File: src/hw/rtl/fasc_pkg.sv
// ----------------------------------------------------------------------------
// fasc_pkg
// Shared types, constants and the fuzzy rule base of the slip controller.
// ----------------------------------------------------------------------------
package fasc_pkg;

  localparam int unsigned CfgWidth = 10;
  localparam int unsigned MulWidth = 11;

  localparam logic [1:0] CFG_SLIP_TARGET  = 2'd0;
  localparam logic [1:0] CFG_TICK_PERIOD  = 2'd1;
  localparam logic [1:0] CFG_WHEEL_RADIUS = 2'd2;

  localparam logic [CfgWidth-1:0] RST_SLIP_TARGET  = 10'd150;
  localparam logic [CfgWidth-1:0] RST_TICK_PERIOD  = 10'd20;
  localparam logic [CfgWidth-1:0] RST_WHEEL_RADIUS = 10'd250;

  localparam logic [MulWidth-1:0] K_THOU = 11'd1000;
  localparam logic [MulWidth-1:0] K_ONE  = 11'd1;

  localparam logic signed [10:0] DRIVE_RELEASE = -11'sd1000;

  typedef struct packed {
    logic [2:0]  k;
    logic [10:0] m;
  } seg_t;

  localparam logic signed [11:0] RULE_TAB [7][7] = '{
    '{ 12'sd1000,  12'sd1000,  12'sd1000,  12'sd1000,  12'sd667,   12'sd333,   12'sd0    },
    '{ 12'sd1000,  12'sd1000,  12'sd1000,  12'sd667,   12'sd667,   12'sd0,    -12'sd333  },
    '{ 12'sd1000,  12'sd667,   12'sd667,   12'sd333,   12'sd0,    -12'sd333,  -12'sd667  },
    '{ 12'sd1000,  12'sd667,   12'sd333,   12'sd0,    -12'sd333,  -12'sd667,  -12'sd1000 },
    '{ 12'sd667,   12'sd333,   12'sd0,    -12'sd333,  -12'sd667,  -12'sd667,  -12'sd1000 },
    '{ 12'sd333,   12'sd0,    -12'sd667,  -12'sd667,  -12'sd1000, -12'sd1000, -12'sd1000 },
    '{ 12'sd0,    -12'sd333,  -12'sd667,  -12'sd1000, -12'sd1000, -12'sd1000, -12'sd1000 }
  };

  // Lower active set and its weight; the upper neighbor weighs 1000 - m.
  function automatic seg_t seg_of(input logic signed [11:0] x);
    seg_t s;
    int   xi;
    xi = int'(x);
    if (xi <= -1000) begin
      s.k = 3'd0; s.m = 11'd1000;
    end else if (xi <= -500) begin
      s.k = 3'd0; s.m = 11'(-2 * xi - 1000);
    end else if (xi <= -250) begin
      s.k = 3'd1; s.m = 11'(-4 * xi - 1000);
    end else if (xi <= 0) begin
      s.k = 3'd2; s.m = 11'(-4 * xi);
    end else if (xi <= 250) begin
      s.k = 3'd3; s.m = 11'(1000 - 4 * xi);
    end else if (xi <= 500) begin
      s.k = 3'd4; s.m = 11'(2000 - 4 * xi);
    end else if (xi < 1000) begin
      s.k = 3'd5; s.m = 11'(2000 - 2 * xi);
    end else begin
      s.k = 3'd5; s.m = 11'd0;
    end
    return s;
  endfunction

  function automatic logic signed [11:0] rule_at(input logic [2:0] r, input logic [2:0] c);
    return RULE_TAB[r][c];
  endfunction

endpackage

File: src/hw/rtl/fasc_muldiv.sv
// ----------------------------------------------------------------------------
// fasc_muldiv
// Shared serial unit: sign * (a * b), divided by c when div_i is set; one
// multiplier bit, then one quotient bit per cycle, truncated toward zero.
// ----------------------------------------------------------------------------
module fasc_muldiv #(
  parameter int AM = 33,
  parameter int PW = 44
) (
  input  logic                          clk_i,
  input  logic                          rst_ni,
  input  logic                          start_i,
  input  logic [AM-1:0]                 a_i,
  input  logic [fasc_pkg::MulWidth-1:0] b_i,
  input  logic [AM-1:0]                 c_i,
  input  logic                          neg_i,
  input  logic                          div_i,
  output logic                          done_o,
  output logic signed [PW:0]            res_o
);
  import fasc_pkg::*;

  localparam int CW = $clog2(PW);
  localparam logic [1:0] PH_IDLE = 2'd0;
  localparam logic [1:0] PH_MUL  = 2'd1;
  localparam logic [1:0] PH_DIV  = 2'd2;

  logic [1:0]          ph_q;
  logic [CW-1:0]       cnt_q;
  logic [PW-1:0]       acc_q;
  logic [PW-1:0]       ash_q;
  logic [MulWidth-1:0] b_q;
  logic [AM-1:0]       c_q;
  logic [AM:0]         rem_q;
  logic                neg_q;
  logic                div_q;
  logic                done_q;
  logic [AM:0]         rem_sh;
  logic [AM:0]         rem_sub;
  logic                fits;

  assign rem_sh  = {rem_q[AM-1:0], acc_q[PW-1]};
  assign rem_sub = rem_sh - {1'b0, c_q};
  assign fits    = rem_sh >= {1'b0, c_q};

  always_ff @(posedge clk_i or negedge rst_ni) begin
    if (!rst_ni) begin
      ph_q   <= PH_IDLE;
      cnt_q  <= '0;
      done_q <= 1'b0;
    end else begin
      done_q <= 1'b0;
      case (ph_q)
        PH_IDLE: begin
          if (start_i) begin
            ph_q  <= PH_MUL;
            cnt_q <= '0;
          end
        end
        PH_MUL: begin
          if (cnt_q == CW'(MulWidth - 1)) begin
            cnt_q <= '0;
            if (div_q) begin
              ph_q <= PH_DIV;
            end else begin
              ph_q   <= PH_IDLE;
              done_q <= 1'b1;
            end
          end else begin
            cnt_q <= cnt_q + 1'b1;
          end
        end
        PH_DIV: begin
          if (cnt_q == CW'(PW - 1)) begin
            ph_q   <= PH_IDLE;
            done_q <= 1'b1;
          end else begin
            cnt_q <= cnt_q + 1'b1;
          end
        end
        default: begin
          ph_q <= PH_IDLE;
        end
      endcase
    end
  end

  always_ff @(posedge clk_i) begin
    case (ph_q)
      PH_IDLE: begin
        if (start_i) begin
          acc_q <= '0;
          ash_q <= PW'(a_i);
          b_q   <= b_i;
          c_q   <= c_i;
          neg_q <= neg_i;
          div_q <= div_i;
          rem_q <= '0;
        end
      end
      PH_MUL: begin
        acc_q <= acc_q + (b_q[0] ? ash_q : '0);
        ash_q <= {ash_q[PW-2:0], 1'b0};
        b_q   <= {1'b0, b_q[MulWidth-1:1]};
      end
      PH_DIV: begin
        rem_q <= fits ? rem_sub : rem_sh;
        acc_q <= {acc_q[PW-2:0], fits};
      end
      default: begin
        rem_q <= rem_q;
      end
    endcase
  end

  assign done_o = done_q;
  assign res_o  = neg_q ? -$signed({1'b0, acc_q}) : $signed({1'b0, acc_q});

endmodule

File: src/hw/rtl/fuzzy_abs_slip_controller.sv
// ----------------------------------------------------------------------------
// fuzzy_abs_slip_controller
// Fuzzy anti-lock brake slip controller, one result per control tick.
// ----------------------------------------------------------------------------
// One input transfer yields one result transfer. Every product and quotient
// runs through a single shared serial multiply/divide unit whose product
// register is PW = max(ACC_WIDTH+1, 31) + 11 bits wide. A released-pedal tick
// takes one operation. A pressed tick takes seven divide operations (six when
// the speed estimate is not above zero) and four multiply-only operations.
// The next input is taken once the result sits in the output register.
module fuzzy_abs_slip_controller #(
  parameter int ACC_WIDTH = 32
) (
  input  logic               clk_i,
  input  logic               rst_ni,
  input  logic               cfg_we_i,
  input  logic [1:0]         cfg_idx_i,
  input  logic [9:0]         cfg_wdata_i,
  input  logic               in_valid_i,
  output logic               in_ready_o,
  input  logic [17:0]        wheel_speed_i,
  input  logic signed [15:0] vehicle_accel_i,
  input  logic               brake_pressed_i,
  output logic               out_valid_o,
  input  logic               out_ready_i,
  output logic signed [10:0] modulator_drive_o,
  output logic               speed_fault_o
);
  import fasc_pkg::*;

  localparam int AW = ACC_WIDTH;
  localparam int AM = (AW + 1 > 31) ? AW + 1 : 31;
  localparam int PW = AM + MulWidth;

  localparam logic [3:0] ST_IDLE = 4'd0;
  localparam logic [3:0] ST_WT   = 4'd1;
  localparam logic [3:0] ST_V    = 4'd2;
  localparam logic [3:0] ST_SLIP = 4'd3;
  localparam logic [3:0] ST_RATE = 4'd4;
  localparam logic [3:0] ST_R0A  = 4'd5;
  localparam logic [3:0] ST_R0B  = 4'd6;
  localparam logic [3:0] ST_N0   = 4'd7;
  localparam logic [3:0] ST_R1A  = 4'd8;
  localparam logic [3:0] ST_R1B  = 4'd9;
  localparam logic [3:0] ST_N1   = 4'd10;
  localparam logic [3:0] ST_FIN  = 4'd11;
  localparam logic [3:0] ST_OUT  = 4'd12;

  localparam logic signed [PW:0] RLIM = (PW + 1)'(1000);
  localparam logic signed [32:0] ELIM = 33'sd1000;
  localparam logic signed [AW-1:0] ACC_MAX = {1'b0, {(AW - 1){1'b1}}};
  localparam logic signed [AW-1:0] ACC_MIN = {1'b1, {(AW - 1){1'b0}}};

  logic [CfgWidth-1:0] tgt_q, per_q, rad_q;
  logic [CfgWidth-1:0] per_eff;

  logic [3:0]           st_q;
  logic                 iss_q;
  logic [17:0]          ws_q;
  logic                 prs_q;
  logic signed [AW-1:0] acc_tot_q;
  logic [18:0]          base_q;
  logic [18:0]          w_q;
  logic signed [AM:0]   v_q;
  logic signed [31:0]   slip_q;
  logic signed [31:0]   prev_q;
  logic [2:0]           ka_q, ke_q;
  logic [10:0]          ma_q, me_q;
  logic signed [20:0]   t_q, row_q, n_q;
  logic signed [10:0]   drv_q;
  logic                 flt_q;

  logic                 out_valid_q;
  logic signed [10:0]   out_drv_q;
  logic                 out_flt_q;

  logic                 eng_start, eng_done, eng_neg, eng_div;
  logic [AM-1:0]        eng_a, eng_c;
  logic [MulWidth-1:0]  eng_b;
  logic signed [PW:0]   eng_res;

  logic                 in_xfer;
  logic signed [AW:0]   acc_sum;
  logic signed [AW-1:0] acc_next;
  logic [AW-1:0]        acc_mag;
  logic signed [AM:0]   dvw;
  logic [AM:0]          dvw_mag;
  logic signed [32:0]   dsl;
  logic [32:0]          dsl_mag;
  logic signed [AM:0]   v_new;
  logic signed [32:0]   err_w;
  logic signed [11:0]   err_c, rate_c;
  seg_t                 seg_e, seg_r;
  logic signed [11:0]   rv;
  logic [11:0]          rv_mag;
  logic [20:0]          row_mag, n_mag;
  logic [2:0]           rsel, csel;
  logic                 out_load;

  assign per_eff = (per_q == '0) ? CfgWidth'(1) : per_q;

  always_ff @(posedge clk_i or negedge rst_ni) begin
    if (!rst_ni) begin
      tgt_q <= RST_SLIP_TARGET;
      per_q <= RST_TICK_PERIOD;
      rad_q <= RST_WHEEL_RADIUS;
    end else if (cfg_we_i) begin
      case (cfg_idx_i)
        CFG_SLIP_TARGET:  tgt_q <= cfg_wdata_i;
        CFG_TICK_PERIOD:  per_q <= cfg_wdata_i;
        CFG_WHEEL_RADIUS: rad_q <= cfg_wdata_i;
        default: begin
          tgt_q <= tgt_q;
        end
      endcase
    end
  end

  assign in_ready_o = (st_q == ST_IDLE);
  assign in_xfer    = in_valid_i && in_ready_o;

  assign acc_sum = $signed({acc_tot_q[AW-1], acc_tot_q})
                 + $signed({{(AW - 15){vehicle_accel_i[15]}}, vehicle_accel_i});
  always_comb begin
    if (!brake_pressed_i) begin
      acc_next = $signed({{(AW - 16){vehicle_accel_i[15]}}, vehicle_accel_i});
    end else if (acc_sum[AW] != acc_sum[AW-1]) begin
      acc_next = acc_sum[AW] ? ACC_MIN : ACC_MAX;
    end else begin
      acc_next = acc_sum[AW-1:0];
    end
  end

  assign acc_mag = acc_tot_q[AW-1] ? AW'(-acc_tot_q) : AW'(acc_tot_q);
  assign dvw     = v_q - $signed({{(AM + 1 - 19){1'b0}}, w_q});
  assign dvw_mag = dvw[AM] ? (AM + 1)'(-dvw) : (AM + 1)'(dvw);
  assign dsl     = $signed({slip_q[31], slip_q}) - $signed({prev_q[31], prev_q});
  assign dsl_mag = dsl[32] ? 33'(-dsl) : 33'(dsl);
  assign row_mag = row_q[20] ? 21'(-row_q) : 21'(row_q);
  assign n_mag   = n_q[20] ? 21'(-n_q) : 21'(n_q);
  assign v_new   = eng_res[AM:0] + $signed({{(AM + 1 - 19){1'b0}}, base_q});

  assign err_w = $signed({slip_q[31], slip_q}) - $signed({23'b0, tgt_q});
  always_comb begin
    if (err_w > ELIM) begin
      err_c = 12'sd1000;
    end else if (err_w < -ELIM) begin
      err_c = -12'sd1000;
    end else begin
      err_c = err_w[11:0];
    end
    if (eng_res > RLIM) begin
      rate_c = 12'sd1000;
    end else if (eng_res < -RLIM) begin
      rate_c = -12'sd1000;
    end else begin
      rate_c = eng_res[11:0];
    end
  end
  assign seg_e = seg_of(err_c);
  assign seg_r = seg_of(rate_c);

  assign rsel   = (st_q == ST_R1A || st_q == ST_R1B) ? ke_q + 3'd1 : ke_q;
  assign csel   = (st_q == ST_R0B || st_q == ST_R1B) ? ka_q + 3'd1 : ka_q;
  assign rv     = rule_at(rsel, csel);
  assign rv_mag = rv[11] ? 12'(-rv) : 12'(rv);

  always_comb begin
    eng_a   = '0;
    eng_b   = K_ONE;
    eng_c   = AM'(K_THOU);
    eng_neg = 1'b0;
    eng_div = 1'b1;
    case (st_q)
      ST_WT: begin
        eng_a = AM'(ws_q);
        eng_b = {1'b0, rad_q};
      end
      ST_V: begin
        eng_a   = AM'(acc_mag);
        eng_neg = acc_tot_q[AW-1];
        eng_b   = {1'b0, per_eff};
      end
      ST_SLIP: begin
        eng_a   = dvw_mag[AM-1:0];
        eng_neg = dvw[AM];
        eng_b   = K_THOU;
        eng_c   = v_q[AM-1:0];
      end
      ST_RATE: begin
        eng_a   = AM'(dsl_mag);
        eng_neg = dsl[32];
        eng_c   = AM'(per_eff);
      end
      ST_R0A, ST_R1A: begin
        eng_a   = AM'(rv_mag);
        eng_neg = rv[11];
        eng_b   = ma_q;
        eng_div = 1'b0;
      end
      ST_R0B, ST_R1B: begin
        eng_a   = AM'(rv_mag);
        eng_neg = rv[11];
        eng_b   = K_THOU - ma_q;
        eng_div = 1'b0;
      end
      ST_N0: begin
        eng_a   = AM'(row_mag);
        eng_neg = row_q[20];
        eng_b   = me_q;
      end
      ST_N1: begin
        eng_a   = AM'(row_mag);
        eng_neg = row_q[20];
        eng_b   = K_THOU - me_q;
      end
      ST_FIN: begin
        eng_a   = AM'(n_mag);
        eng_neg = n_q[20];
      end
      default: begin
        eng_div = 1'b1;
      end
    endcase
  end

  assign eng_start = !iss_q && st_q != ST_IDLE && st_q != ST_OUT;

  fasc_muldiv #(
    .AM (AM),
    .PW (PW)
  ) u_muldiv (
    .clk_i   (clk_i),
    .rst_ni  (rst_ni),
    .start_i (eng_start),
    .a_i     (eng_a),
    .b_i     (eng_b),
    .c_i     (eng_c),
    .neg_i   (eng_neg),
    .div_i   (eng_div),
    .done_o  (eng_done),
    .res_o   (eng_res)
  );

  assign out_load = (st_q == ST_OUT) && (!out_valid_q || out_ready_i);

  always_ff @(posedge clk_i or negedge rst_ni) begin
    if (!rst_ni) begin
      st_q        <= ST_IDLE;
      iss_q       <= 1'b0;
      acc_tot_q   <= '0;
      base_q      <= '0;
      prev_q      <= '0;
      out_valid_q <= 1'b0;
    end else begin
      if (out_load) begin
        out_valid_q <= 1'b1;
      end else if (out_ready_i) begin
        out_valid_q <= 1'b0;
      end
      if (eng_start) begin
        iss_q <= 1'b1;
      end else if (eng_done) begin
        iss_q <= 1'b0;
      end
      case (st_q)
        ST_IDLE: begin
          if (in_xfer) begin
            acc_tot_q <= acc_next;
            st_q      <= ST_WT;
          end
        end
        ST_WT: begin
          if (eng_done) begin
            if (!prs_q) begin
              base_q <= eng_res[18:0];
              prev_q <= '0;
              st_q   <= ST_OUT;
            end else begin
              st_q <= ST_V;
            end
          end
        end
        ST_V: begin
          if (eng_done) begin
            st_q <= (v_new <= 0) ? ST_RATE : ST_SLIP;
          end
        end
        ST_SLIP: begin
          if (eng_done) begin
            st_q <= ST_RATE;
          end
        end
        ST_RATE: begin
          if (eng_done) begin
            prev_q <= slip_q;
            st_q   <= ST_R0A;
          end
        end
        ST_R0A: if (eng_done) st_q <= ST_R0B;
        ST_R0B: if (eng_done) st_q <= ST_N0;
        ST_N0:  if (eng_done) st_q <= ST_R1A;
        ST_R1A: if (eng_done) st_q <= ST_R1B;
        ST_R1B: if (eng_done) st_q <= ST_N1;
        ST_N1:  if (eng_done) st_q <= ST_FIN;
        ST_FIN: if (eng_done) st_q <= ST_OUT;
        ST_OUT: begin
          if (out_load) begin
            st_q <= ST_IDLE;
          end
        end
        default: begin
          st_q <= ST_IDLE;
        end
      endcase
    end
  end

  always_ff @(posedge clk_i) begin
    if (in_xfer) begin
      ws_q  <= wheel_speed_i;
      prs_q <= brake_pressed_i;
    end
    if (out_load) begin
      out_drv_q <= drv_q;
      out_flt_q <= flt_q;
    end
    if (eng_done) begin
      case (st_q)
        ST_WT: begin
          w_q <= eng_res[18:0];
          if (!prs_q) begin
            drv_q <= DRIVE_RELEASE;
            flt_q <= 1'b0;
          end
        end
        ST_V: begin
          v_q <= v_new;
          if (v_new <= 0) begin
            flt_q  <= 1'b1;
            slip_q <= '0;
          end else begin
            flt_q <= 1'b0;
          end
        end
        ST_SLIP: slip_q <= eng_res[31:0];
        ST_RATE: begin
          ka_q <= seg_r.k;
          ma_q <= seg_r.m;
          ke_q <= seg_e.k;
          me_q <= seg_e.m;
        end
        ST_R0A, ST_R1A: t_q   <= eng_res[20:0];
        ST_R0B, ST_R1B: row_q <= t_q + eng_res[20:0];
        ST_N0:          n_q   <= eng_res[20:0];
        ST_N1:          n_q   <= n_q + eng_res[20:0];
        ST_FIN:         drv_q <= eng_res[10:0];
        default: begin
          t_q <= t_q;
        end
      endcase
    end
  end

  assign out_valid_o       = out_valid_q;
  assign modulator_drive_o = out_drv_q;
  assign speed_fault_o     = out_flt_q;

endmodule

File: config.mk
export PLATFORM = sky130hd
export DESIGN_NAME = fuzzy_abs_slip_controller
export DESIGN_NICKNAME = d
export VERILOG_FILES = /design/src/hw/rtl/fasc_pkg.sv /design/src/hw/rtl/fasc_muldiv.sv /design/src/hw/rtl/fuzzy_abs_slip_controller.sv
export SDC_FILE = /design/constraint.sdc
export NUM_CORES = 2
export LEC_CHECK = 0
export BUFFER_PORTS_ARGS = -buffer_cell sky130_fd_sc_hd__buf_2
export CORE_ASPECT_RATIO = 1.4
export CORE_UTILIZATION = 60
export DETAILED_ROUTE_END_ITERATION = 10
export HOLD_SLACK_MARGIN = 0.05
export PLACE_DENSITY_LB_ADDON = 0.25
export SYNTH_ARGS = -nofsm -noshare
export SYNTH_HDL_FRONTEND = slang
export SYNTH_SLANG_ARGS = --single-unit
File: constraint.sdc
create_clock -name clk_i -period 7.2 [get_ports clk_i]
set_input_delay 0.36 -clock clk_i [delete_from_list [all_inputs] [get_ports clk_i]]
set_output_delay 0.36 -clock clk_i [all_outputs]
set_load 0.02 [all_outputs]
==> flow_summary_export.csv <==
group,metric,value,unit
run_status,status,"complete, no violations",
timing,tightest_slew,1.22,ns
placement,dp_hpwl,113000,um
global_route,grt_max_degree,71,
synthesis,synth-main-ff-cell,"edfxtp_1",
setup_path,cp-end-kind,"flop",
global_route,first_global_vias,38100,
power,peakVddDrop,0.000209,V
power,power.leakage,17.7,nW
power,finalPower,6.96,mW
synthesis,syn_inst,4930,
power,power_frac_clock,41.6,%
drt,first_pass_iters,8,
clocking,cts_buffers,52,
power,p_int,5.12,mW
setup_path,critical_path_class,"reg -> reg",
worst_hold_path,min_path_type,"in -> reg",
synthesis,async_reset_ff_share,25.0,%
global_route,grt_antenna_before_repair,9,
clocking,clk_latency,0.67,ns
drt,drtAntennaViolNets,0,
placement,place_inst,5819,
die,initial_core_util,60.9,%
final_layout,seqCellArea,14700,um^2
timing,fin_crit,6.69,ns
clocking,clk_pin_slew_worst_paths,0.07,ns
global_route,grt-ovfl-total,0,
final_layout,drive_gt1_share,8.08,%
power,pwr-share-seq,46.6,%
final_layout,multi_input_area,26600,um^2
drt,vias,40400,
die,die_w,228,um
synthesis,yosysWarningCount,0,
synthesis,syn_area,43100,um^2
final_layout,fin_cells,5954,
placement,gp_congestion,1.11,
drt,wl_per_cell,25.2,um
global_route,grt.met1_usage,47.9,%
timing,report.final.hold_viol_count,0,
clocking,cts-root-buf,"clkbuf_16",
timing,slew_violations,0,
synthesis,ys_seq_area_share,34.3,%
die,num_rows,115,
power,sw_frac_of_total,26.5,%
final_layout,postLayoutCoreUtil,66.1,%
timing,setup_slack,0.511,ns
setup_path,worstPathRequired,7.67,ns
die,pin_count,66,
synthesis,synth_nets,5263,
power,power.switching,1.85,mW
timing,setup_tns,0,ns
power,pwr-share-comb,11.8,%
timing,rsz0062_at_grt,"no",
setup_path,startpoint_type,"flop",
clocking,h-tree-depth,2,
timing,clock_skew,0.0400,ns
final_layout,layout_commonest_cell,"nor2_1",
setup_path,critical_path.max_fanout,35,
synthesis,ys_types,111,
flow_run,drv_cap,0,
die,die_h,319,um
global_route,grt_use_met2,65.5,%
timing,period_share,92.9,%
global_route,met3_usage,6.23,%
die,die_area,72900,um^2
power,p_per_area,149,nW/um^2
timing,slew_headroom,17.7,%
drt,drc_errors,0,
synthesis,avgSynthCellArea,8.73,um^2
clocking,clock_path_buffers,3,
global_route,grt_pass1_wl,226000,um
placement,port_buffers,65,
die,coreArea,70600,um^2
synthesis,synth-seq-cells,512,
clocking,cts_tree,"done",
timing,fmax,150,MHz
timing,setup_viol,0,
synthesis,synth-edff-count,384,
clocking,cts.sinks,512,
global_route,grt_usage,40.1,%
setup_path,worstPathArrival,7.16,ns
final_layout,fin_nets,5302,
final_layout,area_delta_synth_final,8.46,%
final_layout,final_cell_mix,"434 x nor2_1, 390 x nand2_1, 384 x edfxtp_1, 361 x a21oi_1, 315 x o21ai_0",
global_route,grt-busiest-layer,"met2",
placement,pre_cts_slack,0.283,ns
drt,via_per_inst,6.78,
final_layout,fillerInstances,5989,
drt,postRouteWirelength,150000,um
drt,first_iter_violations,4192,
==> critical path, stage by stage, from the launching register on <==
cell,delay (ns)
edfxtp_1,0.81
clkinv_1,0.20
buf_4,0.31
a2111oi_0,0.67
o32ai_2,0.36
nor4_4,0.38
nand4_1,0.23
or4_4,0.67
o31ai_4,0.10
buf_12,0.18
nand2_1,0.09
ha_1,0.32
inv_1,0.18
a21oi_1,0.11
nor2_1,0.26
inv_1,0.14
ha_1,0.21
nor2b_1,0.15
o21ai_0,0.22
nor3b_2,0.25
mux2i_1,0.09
or3_1,0.33
o221ai_1,0.18
==> repair_timing <==
item / 4_1_cts / 5_1_grt
hold buffers: 29 / 0
endpoints found under the setup margin: 0 / 4
hold endpoints to repair: 69 / 0
resized for setup: 0 / 1
setup buffers: 0 / 3
==> metal layers <==
layer | vias to the layer above | share of wire [%]
li1 | 18400 | -
met1 | 19400 | 37
met2 | 2037 | 46
met3 | 524 | 8.3
met4 | 6 | 8.5
met5 | - | 0.023
==> layout make-up <==
type / instances / area share [%]
repair buffers: 210 / 3.25
inverters: 234 / 1.88
multi-input cells: 3959 / 57.0
diodes: 7 / 0.0375
clock inverters: 22 / 0.646
clock buffers: 74 / 3.13
flip-flops and latches: 512 / 31.6
well taps: 936 / 2.51
==> through the flow <==
stage / area, um^2 / hold WS, ns
6_report: 46700 / 0.0981
5_1_grt: 46700 / 0.131
4_1_cts: 46600 / 0.0688
3_5_place_dp: 44600 / 0.258
3_3_place_gp: 44600 / 0.259
2_1_floorplan: 43100 / 0.0644
==> power groups by stage <==
| stage | Clock (mW) | Sequential (mW) | Combinational (mW) |
|---|---|---|---|
| 5_1_grt | 3.00 | 3.24 | 0.898 |
| 3_5_place_dp | 0 | 3.30 | 0.785 |
| 6_report | 2.90 | 3.24 | 0.819 |
| 4_1_cts | 2.90 | 3.24 | 0.802 |
| 3_3_place_gp | 0 | 3.30 | 0.775 |
| 2_1_floorplan | 0 | 3.27 | 0.570 |
==> registers in the layout, indices dropped and copies added (netlist names), 21 cells and up <==
name / flops
prev_q: 32
v_q: 34
n_q: 21
acc_tot_q: 32
row_q: 21
u_muldiv.rem_q: 33
u_muldiv.ash_q: 44
slip_q: 32
u_muldiv.acc_q: 44
t_q: 21
u_muldiv.c_q: 33
==> logic make-up (layout without fill, tap and decap cells) <==
logic type	count (synthesis)	after routing	synth area share [%]
and+or+nand+nor	1723	1723	20.2
AOI/OAI and AO/OA	1425	1425	21.9
DFF	512	512	34.3
buffers and inverters	459	540	4.14
xor gates and xnor gates	441	441	9.02
adders and majority gates	284	284	8.39
muxes	86	86	2.08
other	0	7	0
==> synth_stat cells, drive strengths merged (17+ instances only) <==
| master | n | area (um^2) |
|---|---|---|
| nor4 | 65 | 470 |
| o221ai | 23 | 201 |
| and2 | 113 | 707 |
| inv | 222 | 833 |
| o41ai | 27 | 274 |
| a222oi | 22 | 220 |
| mux2 | 28 | 315 |
| a31o | 17 | 149 |
| a211o | 18 | 158 |
| or2 | 31 | 194 |
| o21bai | 26 | 195 |
| a21o | 76 | 571 |
| a221oi | 17 | 149 |
| a21oi | 362 | 1820 |
| o21ai | 328 | 1640 |
| nand3 | 148 | 746 |
| dfrtp | 116 | 2900 |
| clkbuf | 185 | 696 |
| a211oi | 44 | 330 |
| o22ai | 38 | 238 |
| o31ai | 48 | 388 |
| edfxtp | 384 | 11500 |
| or3 | 59 | 369 |
| nand2 | 391 | 1470 |
| nor2b | 55 | 344 |
| ha | 272 | 3400 |
| nor3 | 145 | 737 |
| a31oi | 49 | 322 |
| o21a | 52 | 390 |
| nand2b | 60 | 375 |
| or4 | 35 | 270 |
| nor2 | 438 | 1660 |
| nand4 | 50 | 325 |
| xor2 | 190 | 1680 |
| a22oi | 49 | 373 |
| and3 | 49 | 307 |
| o211ai | 53 | 398 |
| mux2i | 58 | 581 |
| xnor2 | 251 | 2210 |
| nor3b | 26 | 200 |
| buf | 40 | 208 |
==> worst paths after layout <==
check	start	endpoint	slack (ns)	cells past startpoint
hold reg to reg	drv_q[7]	modulator_drive_o[7]	0.42	0
setup reg to reg	u_muldiv.neg_q	ma_q[9]	0.51	22
setup / recovery	u_muldiv.neg_q	ma_q[9]	0.51	22
max in group asynchronous	rst_ni	tgt_q[6]	5.14	4
hold / removal	vehicle_accel_i[0]	acc_tot_q[0]	0.1	4
min in group asynchronous	rst_ni	acc_tot_q[1]	0.14	2
Power figures use the tool's default switching activity.
